<file path="src/rtl/core/sfd_ram.sv">
// Generic single-write, single-read memory with a registered read port.
`timescale 1ns / 1ps

module sfd_ram #(
  parameter int WIDTH = 8,
  parameter int DEPTH = 16
) (
  input  logic                     clk,
  input  logic                     we,
  input  logic [$clog2(DEPTH)-1:0] waddr,
  input  logic [WIDTH-1:0]         wdata,
  input  logic                     re,
  input  logic [$clog2(DEPTH)-1:0] raddr,
  output logic [WIDTH-1:0]         rdata
);

  logic [WIDTH-1:0] mem [DEPTH];

  always_ff @(posedge clk) begin
    if (we) begin
      mem[waddr] <= wdata;
    end
    if (re) begin
      rdata <= mem[raddr];
    end
  end

endmodule

</file>
<file path="config.mk">
export PLATFORM = sky130hd
export DESIGN_NAME = sfd_ram
export DESIGN_NICKNAME = d
export VERILOG_FILES = /design/src/rtl/core/sfd_ram.sv
export SDC_FILE = /design/constraint.sdc
export NUM_CORES = 1
export LEC_CHECK = 0
export ABC_AREA = 1
export BUFFER_PORTS_ARGS = -buffer_cell sky130_fd_sc_hd__buf_2
export CAP_MARGIN = 20
export CORE_UTILIZATION = 47
export CTS_BUF_LIST = sky130_fd_sc_hd__clkbuf_4 sky130_fd_sc_hd__clkbuf_8
export CTS_CLUSTER_SIZE = 40
export DETAILED_ROUTE_END_ITERATION = 12
export PLACE_DENSITY_LB_ADDON = 0.15
export REMOVE_ABC_BUFFERS = 1
export SYNTH_ARGS = -nofsm -noshare
export SYNTH_HDL_FRONTEND = slang
export SYNTH_SLANG_ARGS = --single-unit
</file>
<file path="constraint.sdc">
create_clock -name clk -period 1.3 [get_ports clk]
set_input_delay 0.065 -clock clk [delete_from_list [all_inputs] [get_ports clk]]
set_output_delay 0.065 -clock clk [all_outputs]
set_load 0.02 [all_outputs]
</file>
Yosys cells after proc, flatten, opt, wreduce, memory -nomap -nowiden
Memory sizes are Yosys's and may differ from the RTL's. A register that Yosys moved wholly into a read port is not among the register bits.
Cells that the tools add are included.
{"block": "op_classes", "n_mux": 2}
{"cell": "$mux 1", "count": 2}
{"block": "word_totals", "ff_bits": 0, "ram_bits": 128, "inputBits": 19, "output_inout_bits": 8, "elab_cells": 3, "n_memories": 1}
{"name": "mem", "depth": 16, "width": 8, "read_ports": 1, "rd_clocked_by_memory_dff": 1, "write_ports": 1, "line_no": "17", "source": "logic [WIDTH-1:0] mem [DEPTH];"}

Longest topological paths before layout
{"block": "depth", "ltp_word": 2, "mapped_depth": 8, "ltp_nobuf": 7}

Worst setup path before layout
No wires, ideal clock.
{"block": "synth_path", "path_kind": "input to register", "start": "input port waddr[2]", "end": "memory mem[10][0] (enable)", "setup_ps": 370, "arrival_time_ps": 646, "required_ps": 930, "path_slack_ps": 284, "cell_stages": 2, "path_buffers": 0, "cell_sequence": "nand3b_1 > nor2_1"}
{"element": "from (decl)", "line_no": "10", "source": "input logic [$clog2(DEPTH)-1:0] waddr,"}
{"element": "to (decl)", "line_no": "17"}
No word-level cell before the write port.

Final worst setup path
{"block": "layout_path", "start": "register rdata[3] (read register of mem)", "end": "output port rdata[3]"}
{"element": "from (decl)", "line_no": "14", "source": "output logic [WIDTH-1:0] rdata"}
No word-level cell between the ends.

==> results by group <==
Pwr
  • Total design power: ~9 mW
  • PD cells: 1370 mW/mm2
  • Max VDD drop: 650 uV
  • Leakage power: 2.90 nW

Synth
  • Synth Register Bits: 136
  • Post-synth EDFFs: 136
  • Commonest cells in the netlist: nand2_1, edfxtp_1, inv_1
  • YS warnings: 0
  • Avg Inst Size Synth: 10.6 um2
  • Top-count cell post-synth: nand2_1
  • Distinct cells, synth: 11
  • Cells after synthesis: between 500 and 600
  • FFs w/ async S/R, synth: 0%
  • Register area share after synthesis: 69.8%
  • Top post-synthesis cells by area: edfxtp_1, nand2_1, nand3_1
  • Top_reg_cell synth: edfxtp_1
  • Area leader, netlist: edfxtp_1
  • Mapped cell area: 0.00585 mm2
  • Yosys top cell area share: 69.8%

Worst setup path
  • Kind of critical path: reg2out
  • CP Capture Type: output pin
  • Reg2reg path depth: 6
  • Cell class contributing the biggest share of worst-path delay: flip-flops
  • Startpoint Class: flop
  • Slowest cell on crit path: edfxtp_1
  • Maximum fanout along the worst path: 1
  • R2r endpoint: rdata[4]$_DFFE_PP_
  • Worst Path Buf+Inv: 1
  • Crit-path cells: buf_2
  • Worst path max stage delay: roughly 0.43 ns
  • WP data arrival: 1.07 ns
  • FF-to-FF Start: mem[5][4]$_DFFE_PP_
  • Crit path from: rdata[3]$_DFFE_PP_
  • Worst reg2reg setup slack: 0.20 ns
  • Required time of the critical path: 1.24 ns

Floorplan
  • Die extent in x: ~110 um
  • Core Area: 0.0121 mm2
  • Initial Util: between 40% and 50%
  • # rows: 40
  • Die height: ~110 um
  • Die area: 0.0129 mm2
  • Top-level I/O count: 27

CTS
  • Clk pin slew, worst setup/hold paths: about 0.080 ns
  • Max Root-Sink Buffers: 2
  • CTS Buf Count: 17
  • Number of H-tree levels: 4
  • Clk root buf: clkbuf_8
  • Cts hold-fix bufs: 4
  • Setup Buffers After CTS: 0
  • CTS Sinks: 136
  • CTS tree: done
  • Clk_lat worst skew: 0.45 ns
  • Post-cts resize count: 0

Place
  • Placement Setup Slack: -0.0843 ns
  • Placed inst area: 0.00626 mm2
  • Placer Congestion: 0.826
  • PortBufs: 26
  • HPWL after detailed placement: roughly 8000 um

Timing
  • Clock Skews: about 0.0092 ns
  • Rel. slew slack: a little under three fifths
  • Final Max Tran Viols: 0
  • Worst-margin pin slew: approximately 0.64 ns
  • Tmin final: 1.13 ns
  • Unrepaired setup endpoints after global routing: no
  • Highest clock rate: 885 MHz
  • Final setup margin: 0.170 ns
  • Final Cycle Share: 86.9%
  • Final setup vio count: 0
  • Final hold viol count: 0

Global route
  • Vias in the first global route: 3,637
  • Global-route wire length before repair: 19,000 um
  • Initial antenna violation count: 0
  • Grt ovf: 0
  • GRT Total Usage: 20.5%
  • Pin count of the biggest net entering global routing: 51

Routing
  • DR WL/cell: 15.2 um
  • Routed Wire Length: ~12,000 um
  • Vias: 3,795
  • Number of nets still failing antenna checks after routing: 0
  • Via/cell ratio: 4.83
  • Router iterations before antenna repair: 4
  • Remaining DRCs: 0
  • Initial drt markers: 189

Flow run
  • Max cap viols: 0

Final layout
  • P&R area growth vs syn: 14.8%
  • Final Util: between 50% and 60%
  • Fillers: 1,062
  • Design Area, Final: 0.00671 mm2
  • Nets: 623
  • N_diodes: 0
  • Layout cells sized above 1: 13.8%

Min path
  • Worst min path class: in2reg
  • Hold Path Origin: wdata[2]
  • Hold Crit Depth: 1
  • Hold EP: mem[10][2]$_DFFE_PP_

Outcome
  • Run status: finished, final reports clean
==> logic make-up after synthesis <==
logic type / Yosys count / share of synthesized area, %
buffers and inverters: 126 / 9.39
AND/OR/NAND/NOR: 289 / 20.8
flip-flops: 136 / 69.8
==> through the flow <==
step,std cells,hold slack (ns),TNS (ns)
global route,785,0.00541,0
floorplan,527,0.164,0
global placement,749,0.456,-0.0367
CTS,785,0.000279,0
finish,785,0.0148,0
detailed placement,749,0.457,-0.0990
==> worst max path at each step <==
stage | slack, ns | cells past startpoint | endpoint
detailed placement | -0.08 | 6 | rdata[4]$_DFFE_PP_
global placement | -0.04 | 6 | rdata[4]$_DFFE_PP_
global route | 0.10 | 6 | rdata[5]$_DFFE_PP_
CTS | 0.13 | 1 | rdata[3]
finish | 0.17 | 1 | rdata[3]
floorplan | 0.11 | 6 | rdata[2]$_DFFE_PP_
==> flip-flops by register name, indices dropped and copies added (netlist names) <==
register / flops
mem: 128
rdata: 8
==> layout make-up <==
type | instances | area [um2] | share of cell area (%)
Sequential cell | 136 | 4080 | 60.8
Multi-Input combinational cell | 289 | 1210 | 18.1
Timing Repair Buffer | 58 | 405 | 6.04
Inverter | 102 | 383 | 5.70
Clock buffer | 17 | 234 | 3.48
Tap cell | 168 | 210 | 3.13
Clock inverter | 15 | 184 | 2.74
==> power by group <==
part	switching (mW)	internal (mW)	total (mW)	leakage (nW)
clock	1.60	2.05	3.65	0.196
sequential	0.0268	4.93	4.96	1.24
combinational	0.416	0.197	0.613	1.46
==> cell usage in the layout, fill, tap and decap left out, drive strengths merged <==
cell type	instances
nand2	173
edfxtp	136
inv	102
nand3	97
buf	54
nor2	17
clkbuf	17
clkinv	6
clkinvlp	5
bufinv	4
dlygate4sd3	4
nand3b	2
==> per-layer routing <==
| layer | vias up | part of all wire, % | global-route usage (%) | wire length, um |
|---|---|---|---|---|
| met1 | 1821 | 44 | 25.4 | 5220 |
| met2 | 72 | 50 | 34.8 | 6020 |
| met5 | - | 0 | 0 | 0 |
| met3 | 16 | 3.9 | 5.10 | 467 |
| li1 | 1886 | - | - | - |
| met4 | 0 | 1.9 | 7.54 | 225 |
Note: power is estimated with default switching activity, not from simulation.
