## src/rtl/core/sfd_pkg.sv

```systemverilog
// Shared constants, types and register codes of the stereo feedback delay.
`timescale 1ns / 1ps

package sfd_pkg;

  localparam int MAX_DELAY   = 262144;
  localparam int SAMPLE_BITS = 24;
  localparam int ADDR_BITS   = $clog2(MAX_DELAY);
  localparam int FILL_BITS   = ADDR_BITS + 1;

  localparam int GAIN_BITS  = 16;
  localparam int DELAY_BITS = 19;
  localparam int FRAC_BITS  = 15;

  // Width in which the next write position is compared with the delay length.
  localparam int CMP_BITS = (FILL_BITS > DELAY_BITS) ? FILL_BITS : DELAY_BITS;

  // Signed sample times a gain with a zero sign bit prepended.
  localparam int PROD_BITS = SAMPLE_BITS + GAIN_BITS + 1;
  // Sum of the input and the scaled feedback, with headroom for saturation.
  localparam int SUM_BITS  = SAMPLE_BITS + GAIN_BITS - FRAC_BITS + 2;

  localparam int FRAME_BITS = 2 * SAMPLE_BITS;

  localparam int CFG_INDEX_BITS = 2;
  localparam int CFG_DATA_BITS  = DELAY_BITS;

  localparam logic [GAIN_BITS-1:0]  GAIN_RESET  = GAIN_BITS'(16384);
  localparam logic [DELAY_BITS-1:0] DELAY_RESET = DELAY_BITS'(24000);

  typedef enum logic [CFG_INDEX_BITS-1:0] {
    CFG_FEEDBACK_GAIN = 2'd0,
    CFG_DELAY_SAMPLES = 2'd1
  } cfg_index_t;

  // How a lane chooses the delayed sample for the item entering its multiplier.
  typedef struct packed {
    logic fwd_hit;  // take the result being written back by the item ahead
    logic filled;   // the entry has been written since reset
  } sfd_sel_t;

endpackage

```

## src/rtl/core/sfd_lane.sv

```systemverilog
// One channel's feedback path: delayed-sample select, gain multiply, add and saturate.
`timescale 1ns / 1ps

module sfd_lane (
  input  logic                                  clk,
  input  logic                                  load,
  input  logic signed [sfd_pkg::SAMPLE_BITS-1:0] x_in,
  input  logic        [sfd_pkg::SAMPLE_BITS-1:0] rd_data,
  input  logic        [sfd_pkg::SAMPLE_BITS-1:0] fwd_data,
  input  sfd_pkg::sfd_sel_t                     sel,
  input  logic        [sfd_pkg::GAIN_BITS-1:0]   gain,
  output logic signed [sfd_pkg::SAMPLE_BITS-1:0] result
);

  localparam int SB = sfd_pkg::SAMPLE_BITS;
  localparam int PB = sfd_pkg::PROD_BITS;
  localparam int NB = sfd_pkg::SUM_BITS;

  logic signed [SB-1:0] delayed;
  logic signed [PB-1:0] prod_next;
  logic signed [PB-1:0] prod;
  logic signed [SB-1:0] x;
  logic signed [PB-1:0] shifted;
  logic signed [NB-1:0] x_ext;
  logic signed [NB-1:0] fb_ext;
  logic signed [NB-1:0] sum;
  logic        [NB-SB:0] top;

  always_comb begin
    if (sel.fwd_hit) begin
      delayed = $signed(fwd_data);
    end else if (sel.filled) begin
      delayed = $signed(rd_data);
    end else begin
      delayed = '0;
    end
    prod_next = delayed * $signed({1'b0, gain});
  end

  always_ff @(posedge clk) begin
    if (load) begin
      prod <= prod_next;
      x    <= x_in;
    end
  end

  // The arithmetic shift floors the scaled product towards minus infinity.
  always_comb begin
    shifted = prod >>> sfd_pkg::FRAC_BITS;
    fb_ext  = $signed(shifted[NB-1:0]);
    x_ext   = {{(NB - SB){x[SB-1]}}, x};
    sum     = x_ext + fb_ext;
    top     = sum[NB-1:SB-1];
    if ((&top) || (~|top)) begin
      result = sum[SB-1:0];
    end else if (sum[NB-1]) begin
      result = {1'b1, {(SB - 1){1'b0}}};
    end else begin
      result = {1'b0, {(SB - 1){1'b1}}};
    end
  end

endmodule

```

## config.mk

```make
export PLATFORM = sky130hd
export DESIGN_NAME = sfd_lane
export DESIGN_NICKNAME = d
export VERILOG_FILES = /design/src/rtl/core/sfd_pkg.sv /design/src/rtl/core/sfd_lane.sv
export SDC_FILE = /design/constraint.sdc
export NUM_CORES = 1
export LEC_CHECK = 0
export ABC_CLOCK_PERIOD_IN_PS = 20100
export BUFFER_PORTS_ARGS = -buffer_cell sky130_fd_sc_hd__buf_2
export CAP_MARGIN = 0
export CORE_ASPECT_RATIO = 2
export CORE_MARGIN = 5
export CORE_UTILIZATION = 32
export CTS_BUF_LIST = sky130_fd_sc_hd__clkbuf_2 sky130_fd_sc_hd__clkbuf_4 sky130_fd_sc_hd__clkbuf_8
export CTS_CLUSTER_SIZE = 10
export DETAILED_ROUTE_END_ITERATION = 8
export PLACE_DENSITY_LB_ADDON = 0.2
export SKIP_CTS_REPAIR_TIMING = 1
export SYNTH_ARGS = -nofsm -noshare
export SYNTH_HDL_FRONTEND = slang
export SYNTH_SLANG_ARGS = --single-unit
```

## constraint.sdc

```tcl
create_clock -name clk -period 20.1 [get_ports clk]
set_input_delay 6.03 -clock clk [delete_from_list [all_inputs] [get_ports clk]]
set_output_delay 6.03 -clock clk [all_outputs]
set_load 0.005 [all_outputs]
```

# Word level (Yosys, flattened, before mapping)
# Index checks and enable logic that the tools add are counted.
op_classes:
  n_mul: 1
  muxes: 4
  addsub: 1
  n_reduce_logical: 4
ops:
  columns: ["cell", "count"]
  rows:
  - ["2-to-1 mux 24 bit", 4]
  - ["multiplier 24 x 17 -> 41 bit", 1]
  - ["adder 24 x 26 -> 27 bit", 1]
  - ["AND reduction 4 bit", 1]
  - ["OR reduction 4 bit", 1]
  - ["zero test 1 bit", 1]
  - ["logical OR 1 bit", 1]
totals:
  inputBits: 92
  elab_cells: 12
  output_inout_bits: 24
  ff_bits: 65

# Logic depth before layout (Yosys ltp)
# Gate-level depths: netlist of run 1.
logic_depth:
  ltp_word: 5
  ltp_mapped: 27
  mapped_depth_nobuf: 24

# Worst setup path after synthesis of run 1
# No wires, ideal clock.
synth_timing:
  path_type: "input port to flip-flop"
  startpoint: "input sel[1] (netlist bit)"
  endpoint: "register prod[36], data pin"
  setup_ns: 0.180
  arrival_time_ns: 12.551
  stages: 27
  required_ns: 19.920
  path_buffers: 3
  path_slack_ns: 7.369
  cell_sequence: "clkbuf_1 -> nor2b_1 -> clkbuf_1 -> a22o_1 -> clkbuf_1 -> nand2_1 -> fa_1 -> inv_1 -> fa_1 -> inv_1 -> fa_1 -> inv_1 -> fa_1 -> fa_1 -> inv_1 -> fa_1 -> inv_1 -> ha_1 -> a21oi_1 -> o21ai_0 -> nor4b_1 -> a21oi_1 -> a211oi_2 -> or4_1 -> a21boi_1 -> or4b_2 -> o311ai_1"
synth_between:
  elab_chain_cells: 2
synth_lines:
  columns: ["item", "line_no", "rtl"]
  rows:
  - ["start: declaration", "sfd_lane.sv:10", "input sfd_pkg::sfd_sel_t sel,"]
  - ["2-to-1 mux 24 bit", "sfd_lane.sv:30", "if (sel.fwd_hit) begin"]
  - ["multiplier 24 x 17 -> 41 bit", "sfd_lane.sv:37", "prod_next = delayed * $signed({1'b0, gain});"]
  - ["net prod_next[36]", "sfd_lane.sv:20", "logic signed [PB-1:0] prod_next;"]
  - ["end signal: assignment", "sfd_lane.sv:42", "prod <= prod_next;"]
  - ["end: declaration", "sfd_lane.sv:21", "logic signed [PB-1:0] prod;"]
# The timed path passes the listed nets, and every way through them passes these cells.
# A chain may end at the register's enable or synchronous reset.

# Worst setup path in the final report of run 1
# Same ends and word-level chain as after synthesis.

==> flow_metrics.py, run 1 <==
metrics = {
    "run_status": {
        "status": "complete, no violations",
    },
    "yosys": {
        "synth_top_area_cell": "fa_1",
        "ys_seq_area_share_pct": 8.87,
        "synth_edf_count": 50,
        "postSynth.asyncResetShare_pct": 0,
        "ys_seq_elements": 50,
        "synth_area_mm2": 0.0169,
        "avgSynthCellArea_um2": 9.21,
        "ys_warn_count": 0,
        "synth_ff_type": "edfxtp_1",
        "synth_nets": 2430,
        "yosys.area.top_type_share_pct": 44.5,
        "netlist_instances": 1837,
        "synth_cell_types": 66,
        "synth_area_leaders": "fa_1, inv_1, ha_1",
    },
    "floorplanning": {
        "fp-row-count": 119,
        "core_area_mm2": 0.0526,
        "start_util_pct": 32.2,
        "io_pins": 116,
        "die_y_um": 335,
        "die_w_um": 173,
        "dieArea_mm2": 0.0579,
    },
    "clock_network": {
        "numCtsBuffers": 5,
        "clk_path_buf_depth": 2,
        "cts.clk_slew.worst_paths_ns": 0.11,
        "numClockSinks": 50,
        "root_buffer": "clkbuf_8",
        "cts_tree": "built",
        "htreeDepth": 2,
    },
    "routing": {
        "routedWlPerCell_um": 19.7,
        "ant_nets": 0,
        "wl_um": 50600,
        "via_per_inst": 4.90,
        "first_iter_violations": 457,
        "drt-pass1-iter-count": 5,
        "dr_total_vias": 12574,
        "route.detailed.drc": 0,
    },
    "placed_design": {
        "globalplace.congestion": 0.861,
        "numPortBuffers": 115,
        "post-dp-hpwl_um": 42800,
    },
    "grt": {
        "grt_max_degree": 51,
        "overflow": 0,
        "grt_pass1_vias": 14995,
        "grt_pass1_wl_um": 80600,
        "grt_antenna_before_repair": 0,
        "track_usage_pct": 18.0,
    },
    "setup_path": {
        "critPathMaxStageDelay_ns": 0.65,
        "worst_setup_path_start_kind": "input port",
        "crit_type": "in2reg",
        "path_cells": "buf_2 -> nor2b_1 -> buf_4 -> a22o_1 -> nand2_1 -> fa_1 -> fa_1 -> fa_1 -> inv_1 -> fa_1 -> fa_1 -> inv_1 -> fa_1 -> inv_1 -> ha_1 -> a21oi_1 -> o21ai_0 -> nor4b_1 -> a21oi_1 -> a211oi_2 -> or4_1 -> a21boi_1 -> or4b_2 -> o311ai_1",
        "worst_ep_required_time_ns": 20.25,
        "arrival_ns": 13.27,
        "cp_max_fo": 28,
        "path_common_cell": "fa_1",
        "cp-end-kind": "flop",
        "worst_path_max_delay_cell": "a22o_1",
    },
    "timing": {
        "rsz0062_at_grt": "no",
        "max_freq_mhz": 76.2,
        "finalCritPeriodShare_pct": 65.3,
        "slew_viol_final": 0,
        "setup_viol": 0,
        "slew-limit-headroom_pct": 23.6,
        "period_minus_slack_ns": 13.12,
        "tightest_slew_ns": 1.15,
        "finalSetupTns_ns": 0,
        "finalHoldViolations": 0,
    },
    "finish": {
        "drive_above_1_share_pct": 7.74,
        "utilization_pct": 34.6,
        "syn_to_final_growth_pct": 7.61,
        "diodes": 0,
        "nets": 2492,
    },
    "min_path": {
        "min-delay-start": "x_in[17]",
        "holdPathEnd": "x[17]",
        "hold_path_class": "in2reg",
        "whs_path_depth": 1,
    },
    "run": {
        "cap_violations": 0,
    },
}
[sequential cells by signal, summed over array words and instances, names as in the netlist]
register and count:
x 24, prod 26
[critical path, delay by kind of cell]
family                   cells  cell delay, ns
adder cells (fa/ha/maj)      7            3.46
AO/OA/AOI/OAI                7            1.65
AND/OR/NAND/NOR              5            1.46
buffers and inverters        5            0.68
[worst max-delay path by stage]
stage	from	to	slack, ns	cells after the start
floorplan	sel[1]	prod[36]	7.37	27
CTS	sel[1]	prod[36]	6.98	24
global route	sel[1]	prod[36]	6.57	24
finish	sel[1]	prod[36]	6.98	24
detailed placement	sel[1]	prod[36]	6.64	24
global placement	sel[1]	prod[36]	6.73	24
[kinds of logic after synthesis]
family          after synthesis  synth area share (%)
simple gates                503                  14.5
buf+inv                     540                  12.1
xor+xnor                     50                  2.59
compound gates              188                  7.94
mux                           5                 0.303
flops                        50                  8.87
fa+ha+maj                   501                  53.7
[stage by stage]
step	cell area [µm²]	hold slack, ns	setup WS, ns	cells
4_1_cts	18200	5.86	6.98	2565
3_3_place_gp	18100	6.21	6.73	2557
6_report	18200	5.87	6.98	2565
2_1_floorplan	16900	6.13	7.37	1837
5_1_grt	18200	5.85	6.57	2565
3_5_place_dp	18100	6.21	6.64	2557
[cell type report]
class / count / area, µm²
fillers: 5488 / 34300
flip-flops and latches: 50 / 1500
inverters: 472 / 1770
well taps: 665 / 832
multi-input cells: 1247 / 13400
clock inverters: 3 / 28.8
repair buffers: 123 / 636
clock buffers: 5 / 68.8
[synthesized netlist by cell type (3+ instances only)]
library cell,n
inv_1,472
fa_1,376
nand2_1,263
and2_1,148
ha_1,125
clkbuf_1,61
edfxtp_1,50
a21oi_1,45
a21o_1,42
xnor2_1,38
nor2_1,31
a22o_1,23
o21ai_0,22
xor2_1,12
nand3_1,11
nand4_1,8
o21bai_1,8
nor3_1,7
o211ai_1,7
and3_1,6
o21a_1,6
a211oi_1,5
nor2b_1,5
mux2i_1,4
nand2b_1,4
nor4_1,4
a311oi_1,3
buf_2,3
or3_1,3
[per-layer routing]
metal | share of wire, % | track usage, %
met2 | 61 | 38.9
met1 | 28 | 14.7
met5 | 0 | 0
met4 | 8.9 | 12.3
met3 | 1.7 | 0.924
[layout by cell type (no fill, tap or decap), types with 38 or more instances in the layout]
cell type,n
a21o_1,42
a21oi_1,45
and2_1,148
buf_2,115
edfxtp_1,50
fa_1,376
ha_1,125
inv_1,472
nand2_1,263
xnor2_1,38
Power of run 1 is not shown: default switching activity piles up to over one toggle a cycle in this logic, so the estimate is an artifact.
==> run 2, diff against run 1 <==
- ABC_AREA: default -> 1
- ABC_CLOCK_PERIOD_IN_PS: 20100 -> 11900
- clock period: 20.1 -> 11.9 ns (I/O delays scaled with it)
==> run 2 against run 1 <==
Net effect:
- core utilization up 0.44 points
- area after synthesis up 6.7%
- flip-flop and latch count unchanged
- largest cell class unchanged
- die area up 6.4%
- routed wire length up 21%
- first-iteration DRC count up 49%
- setup slack worse by 5.9 ns
- hold slack worse by 2.5 ns
- global-route usage up 2.3 points
==> flow_metrics.py, run 2 <==
metrics = {
    "finish": {
        "final_common_cell": "inv_1",
        "nets": 3021,
        "reg_top3": "prod x26, x x24",
        "regMostFlops": "prod",
        "final_cell_mix": "inv_1, nand2_1, fa_1",
        "syn_to_final_growth_pct": 8.88,
        "largest_reg_flops": 26,
        "fin_area_mm2": 0.0197,
        "drive_above_1_share_pct": 7.58,
    },
    "setup_path": {
        "path_buf_inv": 9,
        "arrival_ns": 10.86,
        "path_common_cell": "inv_1",
        "worst_setup_path_start_kind": "input port",
        "cp-end-kind": "flop",
        "cp_max_fo": 27,
        "worst_ep_required_time_ns": 11.99,
        "cp_top_family": "adder cells",
        "crit_type": "in2reg",
        "worst_path_max_delay_cell": "fa_1",
        "critPathMaxStageDelay_ns": 0.70,
    },
    "placed_design": {
        "post-dp-hpwl_um": 53400,
        "globalplace.congestion": 0.937,
        "placed_cell_area_mm2": 0.0196,
        "dp_slack_ns": 0.714,
        "numPortBuffers": 115,
    },
    "grt": {
        "grt_pass1_wl_um": 94200,
        "overflow": 0,
        "track_usage_pct": 20.3,
        "grt_antenna_before_repair": 1,
        "grt_pass1_vias": 16810,
        "grt_max_degree": 51,
    },
    "min_path": {
        "min-delay-start": "x_in[23]",
        "holdPathEnd": "x[23]",
        "whs_path_depth": 1,
        "hold_path_class": "in2reg",
    },
    "yosys": {
        "ys_seq_area_share_pct": 8.32,
        "netlist_instances": 2331,
        "avgSynthCellArea_um2": 7.74,
        "yosys.area.top_type_share_pct": 41.7,
        "yosys.cell_count.top_type": "inv_1",
        "ys_warn_count": 0,
        "synth_edf_count": 50,
        "synth_cell_types": 39,
        "synth_area_leaders": "fa_1, inv_1, nand2_1",
        "synth_nets": 2924,
        "ys_seq_elements": 50,
        "synth_area_mm2": 0.0181,
        "yosys-top-cells-count": "inv_1, nand2_1, fa_1, nor2_1, ha_1",
        "postSynth.asyncResetShare_pct": 0,
        "synth_top_area_cell": "fa_1",
        "synth_ff_type": "edfxtp_1",
    },
    "clock_network": {
        "htreeDepth": 2,
        "cts_tree": "built",
        "root_buffer": "clkbuf_8",
        "numClockSinks": 50,
        "cts.clk_slew.worst_paths_ns": 0.12,
        "numCtsBuffers": 5,
        "clk_path_buf_depth": 2,
    },
    "timing": {
        "finalHoldViolations": 0,
        "fin_ws_ns": 1.12,
        "finalCritPeriodShare_pct": 90.6,
        "slew-limit-headroom_pct": 34.6,
        "setup_viol": 0,
        "rsz0062_at_grt": "no",
        "slew_viol_final": 0,
        "period_minus_slack_ns": 10.78,
        "finalSetupTns_ns": 0,
        "tightest_slew_ns": 0.979,
        "max_freq_mhz": 92.8,
    },
    "routing": {
        "wl_um": 61000,
        "dr_total_vias": 14857,
        "via_per_inst": 4.67,
        "routedWlPerCell_um": 19.2,
        "route.detailed.drc": 0,
        "first_iter_violations": 683,
        "drt-pass1-iter-count": 5,
        "ant_nets": 0,
    },
    "floorplanning": {
        "die_w_um": 178,
        "fp-row-count": 123,
        "dieArea_mm2": 0.0616,
        "start_util_pct": 32.2,
        "die_y_um": 346,
        "io_pins": 116,
        "core_area_mm2": 0.0560,
    },
    "run_status": {
        "status": "complete, no violations",
    },
    "run": {
        "cap_violations": 0,
    },
}
-- run 2: cell count changes after synthesis, sizes merged, moves of 10 or more --
cell	before	now
nand2	263	535
nor2	32	255
inv	472	678
and2	149	0
a21o	42	10
nand3	11	35
a22o	23	0
o22ai	1	22
xnor2	38	19
xor2	12	30
a21oi	48	65
clkbuf	61	48
o21ai	22	32
-- run 2: layout make-up --
| cell class | count | area, µm² |
|---|---|---|
| Clock inverter | 3 | 25.0 |
| Tap cell | 750 | 938 |
| Fill cell | 6121 | 36400 |
| Sequential cell | 50 | 1500 |
| Antenna cell | 1 | 2.50 |
| Inverter | 678 | 2540 |
| Multi-Input combinational cell | 1547 | 13800 |
| Timing Repair Buffer | 146 | 808 |
| Clock buffer | 5 | 68.8 |
-- run 2: cell families after synthesis --
family / Yosys count / synth area share, %
adders and majority gates: 501 / 50.4
buffers and inverters: 734 / 15.4
AOI/OAI and AO/OA: 149 / 4.93
DFF: 50 / 8.32
and+or+nand+nor: 848 / 18.6
xor gates and xnor gates: 49 / 2.38
-- run 2: worst max path at each step --
stage	depth (start not counted)	slack, ns	start	end
after global routing	26	0.55	sel[1]	prod[39]
after global placement	26	0.87	sel[1]	prod[40]
final	26	1.12	sel[1]	prod[39]
after floorplan	25	2.32	sel[1]	prod[40]
after detailed placement	26	0.71	sel[1]	prod[39]
after CTS	26	1.08	sel[1]	prod[39]
-- run 2: through the flow --
stage | hold WS (ns) | utilization (%) | std cells
CTS | 3.38 | 35.1 | 3179
global placement | 3.75 | 34.9 | 3171
floorplan | 3.67 | - | 2331
global route | 3.38 | 35.1 | 3180
detailed placement | 3.75 | 34.9 | 3171
finish | 3.40 | 35.1 | 3180
-- run 2: routing by layer --
metal / global-route usage [%] / part of all wire [%] / vias up
li1: - / - / 6905
met1: 18.6 / 32 / 7461
met2: 41.3 / 58 / 346
met3: 1.04 / 2.2 / 145
met4: 12.8 / 8.2 / 0
met5: 0 / 0 / -
Power of run 2 is left out for the same reason.
==> run 3, diff against run 2 <==
- CORE_UTILIZATION: 32 -> 35
==> run 3 against run 2 <==
Net effect:
- non-clock buffer count stayed put
- via count stayed put
- largest cell class unchanged
- flip-flop and latch count stayed put
- critical path depth is 1 higher
==> flow_metrics.py, run 3 (synthesis gave the netlist of run 2 again) <==
metrics = {
    "finish": {
        "largest_reg_flops": 26,
        "drive_above_1_share_pct": 7.58,
        "fin_area_mm2": 0.0196,
        "fillCellCount": 5400,
        "utilization_pct": 38.4,
        "reg_top3": "prod x26, x x24",
        "regMostFlops": "prod",
        "syn_to_final_growth_pct": 8.32,
        "nets": 3021,
        "diodes": 0,
        "final_common_cell": "inv_1",
        "final_cell_mix": "inv_1, nand2_1, fa_1",
    },
    "clock_network": {
        "htreeDepth": 2,
        "cts_tree": "built",
        "clk_path_buf_depth": 2,
        "root_buffer": "clkbuf_8",
        "cts.clk_slew.worst_paths_ns": 0.12,
        "numClockSinks": 50,
        "numCtsBuffers": 5,
    },
    "timing": {
        "timing.hold.ws_ns": 3.40,
        "slew_viol_final": 0,
        "tightest_slew_ns": 1.05,
        "finalCritPeriodShare_pct": 87.8,
        "finalSetupTns_ns": 0,
        "rsz0062_at_grt": "no",
        "slew-limit-headroom_pct": 29.8,
        "period_minus_slack_ns": 10.45,
        "max_freq_mhz": 95.7,
        "finalHoldViolations": 0,
        "setup_viol": 0,
    },
    "setup_path": {
        "critPathMaxStageDelay_ns": 0.69,
        "worst_path_max_delay_cell": "fa_1",
        "path_common_cell": "inv_1",
        "crit_type": "in2reg",
        "cp_top_family": "adder cells",
        "worst_ep_required_time_ns": 12.00,
        "worst_setup_path_start_kind": "input port",
        "cp-end-kind": "flop",
        "arrival_ns": 10.55,
        "cp_max_fo": 27,
        "path_buf_inv": 10,
    },
    "routing": {
        "first_iter_violations": 794,
        "routedWlPerCell_um": 19.3,
        "drt-pass1-iter-count": 6,
        "route.detailed.drc": 0,
        "via_per_inst": 4.82,
        "wl_um": 59500,
        "dr_total_vias": 14857,
        "ant_nets": 0,
    },
    "placed_design": {
        "globalplace.congestion": 0.923,
        "numPortBuffers": 115,
        "placed_cell_area_mm2": 0.0194,
        "post-dp-hpwl_um": 52200,
    },
    "floorplanning": {
        "core_area_mm2": 0.0509,
        "fp-row-count": 117,
        "die_y_um": 331,
        "start_util_pct": 35.4,
        "die_w_um": 171,
        "io_pins": 116,
        "dieArea_mm2": 0.0565,
    },
    "grt": {
        "grt_pass1_vias": 16901,
        "grt_max_degree": 51,
        "track_usage_pct": 21.7,
        "grt_pass1_wl_um": 92400,
        "overflow": 0,
        "grt_antenna_before_repair": 0,
    },
    "run_status": {
        "status": "complete, no violations",
    },
    "run": {
        "cap_violations": 0,
    },
    "min_path": {
        "hold_path_class": "in2reg",
    },
}
[run 3: changes by cell type in the layout (fill, tap and decap cells not counted)]
| cell | before | now |
|---|---|---|
| bufinv_16 | 0 | 1 |
| inv_6 | 1 | 2 |
| diode_2 | 1 | 0 |
| clkinv_4 | 1 | 0 |
| clkinvlp_4 | 1 | 0 |
[run 3: final cells by class]
cell class	count	area, µm²	share of cell area [%]
clock buffers	5	68.8	0.352
clock inverters	3	47.5	0.243
inverters	678	2540	13.0
multi-input cells	1547	13800	70.4
flip-flops and latches	50	1500	7.68
well taps	654	818	4.18
repair buffers	146	808	4.13
[run 3: path summary, 6_finish.rpt]
check	startpoint	to	slack [ns]	cells after the start
worst max-delay path	sel[1]	prod[40]	1.45	27
worst min-delay path	x_in[13]	x[13]	3.40	1
[run 3: per-layer routing]
layer | track usage, % | vias up | wire length, µm
met1 | 20.1 | 7367 | 18400
met4 | 14.0 | 0 | 4940
met3 | 1.04 | 170 | 1900
met5 | 0 | - | 0
li1 | - | 6908 | -
met2 | 44.1 | 412 | 34200
[run 3: per-stage QoR]
stage,setup WS [ns],instances
global placement,1.10,3075
floorplan,2.32,2331
global route,0.994,3083
finish,1.45,3083
detailed placement,1.04,3075
CTS,1.40,3083
Power of run 3 is left out for the same reason.
